===== src/hdl/stq_pkg.sv =====
// shared types for the sequenced ticket ring queue
// holds the opcode codes, the slot record and the controller/datapath handshake structs
// no dependencies
package stq_pkg;

   // operation codes carried by an item
   typedef enum logic [2:0] {
      OP_RESERVE  = 3'd0,
      OP_PUBLISH  = 3'd1,
      OP_CONSUME  = 3'd2,
      OP_RELEASE  = 3'd3,
      OP_COMPLETE = 3'd4,
      OP_QUERY    = 3'd5
   } opcode_type;

   // one stored slot record
   typedef struct packed {
      logic [31:0] seq;
      logic [31:0] ticket;
      logic [31:0] request;
      logic        done;
   } slot_type;

   // commands from controller to datapath
   typedef struct packed {
      logic clear;  // write the reset record at the sweep address
      logic load;   // capture the item and issue the slot read
      logic exec;   // update slot and counters, load the result register
   } dp_cmd_type;

   // status from datapath to controller
   typedef struct packed {
      logic clear_last;  // sweep is at the final slot
   } dp_status_type;

endpackage


===== src/hdl/sequenced_ticket_ring_queue_top.sv =====
// Sequenced ticket ring queue manager. Each item is one operation (reserve, publish,
// consume, release, mark complete, query) on a ring of RING_DEPTH slots, and each item
// gives exactly one result. An item first reads the slot record from the single-port
// slot memory and then writes it back and loads the result register, and the block
// takes no new item until the previous one is written back; a new item is taken while the
// previous result still waits on rsp_stall. After reset the block sweeps the slot
// memory to its initial contents, one slot per cycle, and holds req_stall high until
// the sweep ends. A reserve or consume whose slot is not ready answers busy and
// leaves the head or tail unchanged. RING_DEPTH should be a power of two.
// depends on stq_pkg, stq_ctrl, stq_datapath
module sequenced_ticket_ring_queue_top
   import stq_pkg::*;
#(
   parameter int RING_DEPTH = 16
) (
   input  logic        clock,
   input  logic        reset,
   input  logic        req_valid,
   output logic        req_stall,
   input  logic [2:0]  req_opcode,
   input  logic [3:0]  req_slot_index,
   output logic        rsp_valid,
   input  logic        rsp_stall,
   output logic        rsp_status,
   output logic [3:0]  rsp_granted_slot,
   output logic [31:0] rsp_ticket,
   output logic [31:0] rsp_request_id,
   output logic        rsp_done_flag
);

   dp_cmd_type    cmd;
   dp_status_type status;

   // sequencing
   stq_ctrl u_ctrl (
      .clock     (clock),
      .reset     (reset),
      .req_valid (req_valid),
      .req_stall (req_stall),
      .rsp_valid (rsp_valid),
      .rsp_stall (rsp_stall),
      .cmd       (cmd),
      .status    (status)
   );

   // slot storage and arithmetic
   stq_datapath #(
      .RING_DEPTH (RING_DEPTH)
   ) u_datapath (
      .clock            (clock),
      .reset            (reset),
      .cmd              (cmd),
      .status           (status),
      .req_opcode       (req_opcode),
      .req_slot_index   (req_slot_index),
      .rsp_status       (rsp_status),
      .rsp_granted_slot (rsp_granted_slot),
      .rsp_ticket       (rsp_ticket),
      .rsp_request_id   (rsp_request_id),
      .rsp_done_flag    (rsp_done_flag)
   );

endmodule


===== src/hdl/stq_ctrl.sv =====
// controller for the sequenced ticket ring queue
// sequences the clearing sweep, item capture and slot update; owns rsp_valid
// depends on stq_pkg
module stq_ctrl
   import stq_pkg::*;
(
   input  logic          clock,
   input  logic          reset,
   input  logic          req_valid,
   output logic          req_stall,
   output logic          rsp_valid,
   input  logic          rsp_stall,
   output dp_cmd_type    cmd,
   input  dp_status_type status
);

   typedef enum logic [1:0] {
      ST_CLEAR,
      ST_IDLE,
      ST_EXEC
   } state_type;

   state_type state_ff, state_in;
   logic      rsp_valid_ff, rsp_valid_in;
   logic      can_load;

   // result register may take a new item when empty or being drained
   assign can_load = !rsp_valid_ff || !rsp_stall;

   // next state and commands
   always_comb begin
      state_in     = state_ff;
      rsp_valid_in = rsp_valid_ff;
      cmd          = '0;
      if (rsp_valid_ff && !rsp_stall) begin
         rsp_valid_in = 1'b0;
      end
      case (state_ff)
         ST_CLEAR: begin
            cmd.clear = 1'b1;
            if (status.clear_last) begin
               state_in = ST_IDLE;
            end
         end
         ST_IDLE: begin
            if (req_valid) begin
               cmd.load = 1'b1;
               state_in = ST_EXEC;
            end
         end
         ST_EXEC: begin
            if (can_load) begin
               cmd.exec     = 1'b1;
               rsp_valid_in = 1'b1;
               state_in     = ST_IDLE;
            end
         end
         default: begin
            state_in = ST_CLEAR;
         end
      endcase
   end

   // state and registered outputs
   always_ff @(posedge clock) begin
      if (reset) begin
         state_ff     <= ST_CLEAR;
         rsp_valid_ff <= 1'b0;
      end else begin
         state_ff     <= state_in;
         rsp_valid_ff <= rsp_valid_in;
      end
   end

   assign req_stall = (state_ff != ST_IDLE);
   assign rsp_valid = rsp_valid_ff;

endmodule


===== src/hdl/stq_datapath.sv =====
// datapath for the sequenced ticket ring queue
// slot memory, head/tail/request counters, slot update logic and result register
// depends on stq_pkg
module stq_datapath
   import stq_pkg::*;
#(
   parameter int RING_DEPTH = 16
) (
   input  logic          clock,
   input  logic          reset,
   input  dp_cmd_type    cmd,
   output dp_status_type status,
   input  logic [2:0]    req_opcode,
   input  logic [3:0]    req_slot_index,
   output logic          rsp_status,
   output logic [3:0]    rsp_granted_slot,
   output logic [31:0]   rsp_ticket,
   output logic [31:0]   rsp_request_id,
   output logic          rsp_done_flag
);

   localparam int IDX_W = $clog2(RING_DEPTH);
   localparam logic [IDX_W-1:0] LAST_SLOT = IDX_W'(RING_DEPTH - 1);
   localparam logic [31:0] DEPTH_WORD = 32'(RING_DEPTH);

   // reduce a 4-bit slot index modulo the depth by repeated subtraction
   function automatic logic [IDX_W-1:0] reduce_index(input logic [3:0] idx);
      logic [3:0]       v;
      logic [IDX_W+3:0] wide;
      v = idx;
      for (int i = 0; i < 8; i++) begin
         if (32'(v) >= DEPTH_WORD) begin
            v = v - 4'(RING_DEPTH);
         end
      end
      wide = {{IDX_W{1'b0}}, v};
      return wide[IDX_W-1:0];
   endfunction

   // next slot pointer, kept in step with a 32-bit counter that wraps
   function automatic logic [IDX_W-1:0] next_slot(input logic [IDX_W-1:0] slot,
                                                  input logic [31:0] count);
      if (count == '1 || slot == LAST_SLOT) begin
         return '0;
      end
      return slot + 1'b1;
   endfunction

   slot_type slot_mem [RING_DEPTH];

   logic [IDX_W-1:0] clear_addr_ff;
   logic [31:0]      head_count_ff, tail_count_ff, next_req_ff;
   logic [IDX_W-1:0] head_slot_ff, tail_slot_ff;
   opcode_type       op_ff;
   logic [IDX_W-1:0] addr_ff, rd_addr;
   slot_type         rd_data_ff;
   slot_type         new_slot;
   logic             busy;
   logic             head_step, tail_step;
   logic [IDX_W+3:0] addr_ext;

   logic             rsp_status_ff;
   logic [3:0]       rsp_granted_slot_ff;
   logic [31:0]      rsp_ticket_ff, rsp_request_id_ff;
   logic             rsp_done_flag_ff;

   assign status.clear_last = (clear_addr_ff == LAST_SLOT);

   // slot addressed by the incoming item
   always_comb begin
      case (opcode_type'(req_opcode))
         OP_RESERVE: rd_addr = head_slot_ff;
         OP_CONSUME: rd_addr = tail_slot_ff;
         default:    rd_addr = reduce_index(req_slot_index);
      endcase
   end

   // slot update and counter steps
   always_comb begin
      new_slot  = rd_data_ff;
      busy      = 1'b0;
      head_step = 1'b0;
      tail_step = 1'b0;
      case (op_ff)
         OP_RESERVE: begin
            if (rd_data_ff.seq == head_count_ff) begin
               new_slot.ticket  = head_count_ff;
               new_slot.request = next_req_ff;
               new_slot.done    = 1'b0;
               head_step        = 1'b1;
            end else begin
               busy = 1'b1;
            end
         end
         OP_PUBLISH: begin
            new_slot.seq = rd_data_ff.ticket + 32'd1;
         end
         OP_CONSUME: begin
            if (rd_data_ff.seq == tail_count_ff + 32'd1) begin
               tail_step = 1'b1;
            end else begin
               busy = 1'b1;
            end
         end
         OP_RELEASE: begin
            new_slot.seq = rd_data_ff.ticket + DEPTH_WORD;
         end
         OP_COMPLETE: begin
            new_slot.done = 1'b1;
         end
         default: begin
            new_slot = rd_data_ff;
         end
      endcase
   end

   // slot memory: sweep writes after reset, write-back on execute, registered read
   always_ff @(posedge clock) begin
      if (cmd.clear) begin
         slot_mem[clear_addr_ff] <= '{seq: 32'(clear_addr_ff), ticket: '0,
                                      request: '0, done: 1'b0};
      end else if (cmd.exec) begin
         slot_mem[addr_ff] <= new_slot;
      end
      if (cmd.load) begin
         rd_data_ff <= slot_mem[rd_addr];
      end
   end

   // sweep address and queue counters
   always_ff @(posedge clock) begin
      if (reset) begin
         clear_addr_ff <= '0;
         head_count_ff <= '0;
         tail_count_ff <= '0;
         head_slot_ff  <= '0;
         tail_slot_ff  <= '0;
         next_req_ff   <= 32'd1;
      end else begin
         if (cmd.clear) begin
            clear_addr_ff <= clear_addr_ff + 1'b1;
         end
         if (cmd.exec && head_step) begin
            head_count_ff <= head_count_ff + 32'd1;
            head_slot_ff  <= next_slot(head_slot_ff, head_count_ff);
            next_req_ff   <= next_req_ff + 32'd1;
         end
         if (cmd.exec && tail_step) begin
            tail_count_ff <= tail_count_ff + 32'd1;
            tail_slot_ff  <= next_slot(tail_slot_ff, tail_count_ff);
         end
      end
   end

   // item capture
   always_ff @(posedge clock) begin
      if (cmd.load) begin
         op_ff   <= opcode_type'(req_opcode);
         addr_ff <= rd_addr;
      end
   end

   assign addr_ext = {4'b0, addr_ff};

   // result register
   always_ff @(posedge clock) begin
      if (cmd.exec) begin
         rsp_status_ff       <= busy;
         rsp_granted_slot_ff <= addr_ext[3:0];
         rsp_ticket_ff       <= new_slot.ticket;
         rsp_request_id_ff   <= new_slot.request;
         rsp_done_flag_ff    <= new_slot.done;
      end
   end

   assign rsp_status       = rsp_status_ff;
   assign rsp_granted_slot = rsp_granted_slot_ff;
   assign rsp_ticket       = rsp_ticket_ff;
   assign rsp_request_id   = rsp_request_id_ff;
   assign rsp_done_flag    = rsp_done_flag_ff;

endmodule

===== config.mk =====
export PLATFORM = sky130hd
export DESIGN_NAME = sequenced_ticket_ring_queue_top
export DESIGN_NICKNAME = d
export VERILOG_FILES = /design/src/hdl/stq_pkg.sv /design/src/hdl/sequenced_ticket_ring_queue_top.sv /design/src/hdl/stq_ctrl.sv /design/src/hdl/stq_datapath.sv
export SDC_FILE = /design/constraint.sdc
export NUM_CORES = 2
export LEC_CHECK = 0
export ABC_AREA = 1
export BUFFER_PORTS_ARGS = -buffer_cell sky130_fd_sc_hd__buf_2
export CAP_MARGIN = 25
export CORE_ASPECT_RATIO = 0.8
export CORE_UTILIZATION = 25
export CTS_BUF_LIST = sky130_fd_sc_hd__clkbuf_8 sky130_fd_sc_hd__clkbuf_16
export CTS_CLUSTER_DIAMETER = 40
export DETAILED_ROUTE_END_ITERATION = 10
export SLEW_MARGIN = 20
export SYNTH_ARGS = -nofsm -noshare
export SYNTH_HDL_FRONTEND = slang
export SYNTH_HIERARCHICAL = 1
export SYNTH_SLANG_ARGS = --single-unit

===== constraint.sdc =====
create_clock -name clock -period 13.9 [get_ports clock]
set_input_delay 0.695 -clock clock [delete_from_list [all_inputs] [get_ports clock]]
set_output_delay 0.695 -clock clock [all_outputs]
set_load 0.1 [all_outputs]

== Word level (Yosys, flattened, before mapping) ==
Memories as Yosys holds them, arrays and structs flattened. A register that Yosys moved wholly into a read port is not among the register bits.
Index checks and enable logic that the tools add are counted.
W data, S select, Z words.
Word-level totals
  flip-flop bits (word level): 188
  bits in latches: 0
  RAM bits: 1552
  memory bits (read-only): 0
  bits of input ports: 11
  logic and storage cells: 97
  memories: 1
Memory list
  u_datapath.slot_mem: words 16, width 97, rd ports 1, clocked after memory_dff 1, wr ports 1, line stq_datapath.sv:49  | slot_type slot_mem [RING_DEPTH];
Operators by class
  add/subtract/negate cells: 8
  multipliers: 0
  div/mod/pow operators: 0
  magnitude comparators: 0
  equality and inequality tests: 18
  shift-type cells: 0
  mux-type cells: 42
  bitwise logic cells: 0
  reductions and logical operators: 13
Operators with widths (number)
  $add A32 B1 Y32 const B: 4
  $mux W97: 1
  $reduce_or A97 Y1: 1
  $mux W65: 1
  $eq A32 B32 Y1: 2
  $eq A32 B32 Y1 const B: 2
  $mux W64: 1
  $pmux W32 S2: 1
  $add A32 B5 Y32 const B: 1
  $mux W1: 26
  $mux W4: 5
  $add A4 B1 Y4 const B: 3
  $eq A4 B4 Y1 const B: 3
  $eq A3 B2 Y1 const B: 3
  $pmux W4 S2: 1
  $logic_not A3 Y1: 2
  $mux W2: 3
  $pmux W2 S3: 1
  $ne A2 B1 Y1 const B: 2
  $ne A2 B2 Y1 const B: 2
  $pmux W1 S2: 2
  $eq A3 B1 Y1 const B: 1
  $eq A3 B3 Y1 const B: 1
  $logic_and A1 B1 Y1: 3
  6 further kinds: 9

== Longest topological paths before layout ==
  word-level depth: 9
  depth in mapped cells: 19
  gate-level depth less buffers: 18

== By module ==
The synthesis kept the hierarchy.
By module, submodules not included
  stq_datapath: instances 1, cells an instance 6672, area each 77983.5 µm²
  stq_ctrl: instances 1, cells an instance 23, area each 152.6 µm²

== Least setup slack after synthesis ==
No wires, ideal clock.
  kind: flip-flop to flip-flop
  from: register u_ctrl.rsp_valid_ff, in the netlist u_ctrl/rsp_valid
  to: memory u_datapath/slot_mem[15][0] in the netlist's numbering (enable)
  setup time: 554 ps
  arrival: 9509 ps
  slack: 3837 ps
  stages on the path, launching flop included: 11
  buffers on the path: 1
  cells stage by stage: dfxtp_1 > nand2_1 > inv_1 > nor2_1 > inv_1 > nor2_1 > inv_1 > clkbuf_1 > o21ai_0 > nand2_1 > nor2_1
RTL lines
  start: declaration: line stq_ctrl.sv:24  | logic rsp_valid_ff, rsp_valid_in;
  start signal: assignment: line stq_ctrl.sv:71  | rsp_valid_ff <= rsp_valid_in;
  end: declaration: line stq_datapath.sv:49

==> results.ini <==
[outcome]
outcome = finished, final reports clean

[power]
p_leak_uw = 0.02886
ir_drop_mv = 0.1186
p_per_area_nw_per_um2 = 132.5

[critical_path]
worstSetupStartpointType = register
worstSetupEndpointType = register
crit_arrival_ns = 6.14
required_ns = 14.28
slowest_delay_ns = 0.98
crit_chain = inv_2, nor2_2, inv_1, nor2_4, buf_4, inv_1, nor2_2, buf_4, inv_4, o21ai_0, nand2_1, nor2_4, buf_4, buf_4
path_common_cell = buf_4
crit_fanout = 47
critPathSlowestCell = buf_4
crit_type = reg2reg

[synth]
synth_edf_count = 1726
synth_top_area_share = 0.6633
synth_cells = 6695
yosysUniqueCellTypes = 49
synthFlopType = edfxtp_1
avgSynthCellArea_um2 = 11.67
synth_seq_area_share = 0.6918
synthTopCellsByArea = edfxtp_1 66%, nor2_1 4.9%, nand3_1 4.1%
syn_area_um2 = 78140
synth-seq-cells = 1837
synthesis.nets = 6714
ys_async_sr_fraction = 0
synth_largest_area_cell = edfxtp_1
synth_warnings = 6

[floorplanning]
die_x_um = 627.0
start_util = 0.2515
die_h_um = 502.0
core_area_um2 = 310700
num_rows = 183
dieArea_um2 = 314800
num_io_pins = 83

[clock_network]
clk_latency_ns = 0.84
cts_buffer_depth = 4
cts-root-buf = clkbuf_16
cts-buffers-inserted = 191
holdBufCountCts = 0
clkSlewWorstSetupHoldPaths_ns = 0.07
clock_sinks = 1837
htreeDepth = 4
cts_tree = done
cts.repair.resized = 0
cts_setup_buffers = 0

[sta]
grt_setup_unrepaired = false
holdWs_ns = 0.05732
hold_violations = 0
drv_slew = 0
slew-limit-headroom = 0.2269
finalCriticalPeriod_ns = 5.755
setup_viol = 0
max_freq_ghz = 0.1738
tns_ns = 0
finClkSkew_ns = 0.08111
worst_pin_slew_ns = 1.160
layout_worst_path_cycle_share = 0.4140

[placed_design]
gp_congestion = 0.9127
io_buffers = 82
post-dp-hpwl_mm = 128.2
dp.cells = 10710

[route]
wl_per_cell_um = 20.91
ant_nets = 0
wl_mm = 231.0
vias_per_cell = 4.786
drt-initial-drc-count = 6047
drc = 0
first_pass_iters = 6
num_vias = 52860

[layout]
nets = 6763
final_cell_mix = 1726 x edfxtp_1, 1011 x nor2_1, 670 x nand2_1
final_util = 0.2894
fin_cells = 11040
syn2layout_area_growth_pct = 15.08
drive_gt1_frac = 0.1466
layout_commonest_cell = edfxtp_1

[grt]
grt_overflow = 0
grt_pass1_wl_mm = 335.8
antenna_found_initial = 8
grt_max_degree = 248
grt_pass1_vias = 49280
grtUsageTotal = 0.1414

[job]
cap_violations = 0

[worst_hold_path]
hold_class = in2reg

stage by stage:
| stage | power, uW | cell area (um2) | worst slack (ns) |
|---|---|---|---|
| finish | 11920 | 89920 | 8.145 |
| global placement | 7028 | 83660 | 7.732 |
| floorplan | 6806 | 78140 | 3.837 |
| global route | 12280 | 89920 | 7.887 |
| detailed placement | 7044 | 83760 | 7.785 |
| CTS | 11990 | 89760 | 8.212 |
sequential cells by signal, indices dropped and copies added, names as in the netlist, 32 cells and up:
name and cells:
u_datapath/rsp_ticket 32, u_datapath/rd_data_ff 97, u_datapath/tail_count_ff 32, u_datapath/slot_mem 1552, u_datapath/head_count_ff 32, u_datapath/rsp_request_id 32, u_datapath/next_req_ff 32
layer usage:
metal | global-route usage | routed length (um)
met4 | 0.03583 | 5343
met5 | 0 | 0
met1 | 0.2069 | 104600
met3 | 0.01924 | 17410
met2 | 0.2192 | 103600
worst paths after layout:
path                                                       from                                  endpoint  slack (ns)  cells after the start
worst min register to register  u_datapath/addr_ff[0]$_DFFE_PP_  u_datapath/rsp_granted_slot[0]$_DFFE_PP_        0.44                      0
worst max-delay path            u_ctrl/state_ff[1]$_SDFFE_PP0P_      u_datapath/slot_mem[9][58]$_DFFE_PP_        8.15                     14
worst min-delay path                              req_opcode[0]             u_datapath/op_ff[0]$_DFFE_PP_        0.06                      1
worst max register to register  u_ctrl/state_ff[1]$_SDFFE_PP0P_      u_datapath/slot_mem[9][58]$_DFFE_PP_        8.15                     14
cells by family after synthesis:
family | after synthesis | share of synthesized area
flops | 1837 | 0.6918
xor+xnor | 120 | 0.01380
fa+ha+maj | 8 | 0.001281
compound gates | 1087 | 0.08591
mux | 16 | 0.002050
buf+inv | 700 | 0.03507
simple gates | 2927 | 0.1701
worst max-delay path, delay by kind of cell, from the launching register on:
family	cells	cell delay, ns
flops	1	0.37
buf+inv	8	3.29
compound gates	1	0.41
simple gates	5	1.11
power by group:
group | internal (uW) | total (uW) | switching, uW
clock network | 2840 | 4980 | 2140
registers | 6100 | 6120 | 20.6
logic | 246 | 822 | 576
layout make-up:
cell class,instances,area [um2]
multi-input cells,4158,21580
inverters,305,1177
fillers,31390,220800
diodes,6,15.01
clock buffers,194,4832
clock inverters,131,1161
repair buffers,251,1899
flip-flops and latches,1837,54050
well taps,4162,5207
cell usage after synthesis (all sizes together) (10+ instances only):
cell       n
edfxtp  1726
nor2    1046
nand2    678
nand3    643
o21ai    454
or2      413
o211ai   393
inv      304
clkbuf   281
a21oi    142
buf      114
dfxtp    111
xor2      91
a211oi    63
nor3      62
nand4     47
xnor2     27
nor4      21
mux2i     16
a221oi    15
nand3b    10
Note: power is estimated with default switching activity, not from simulation.
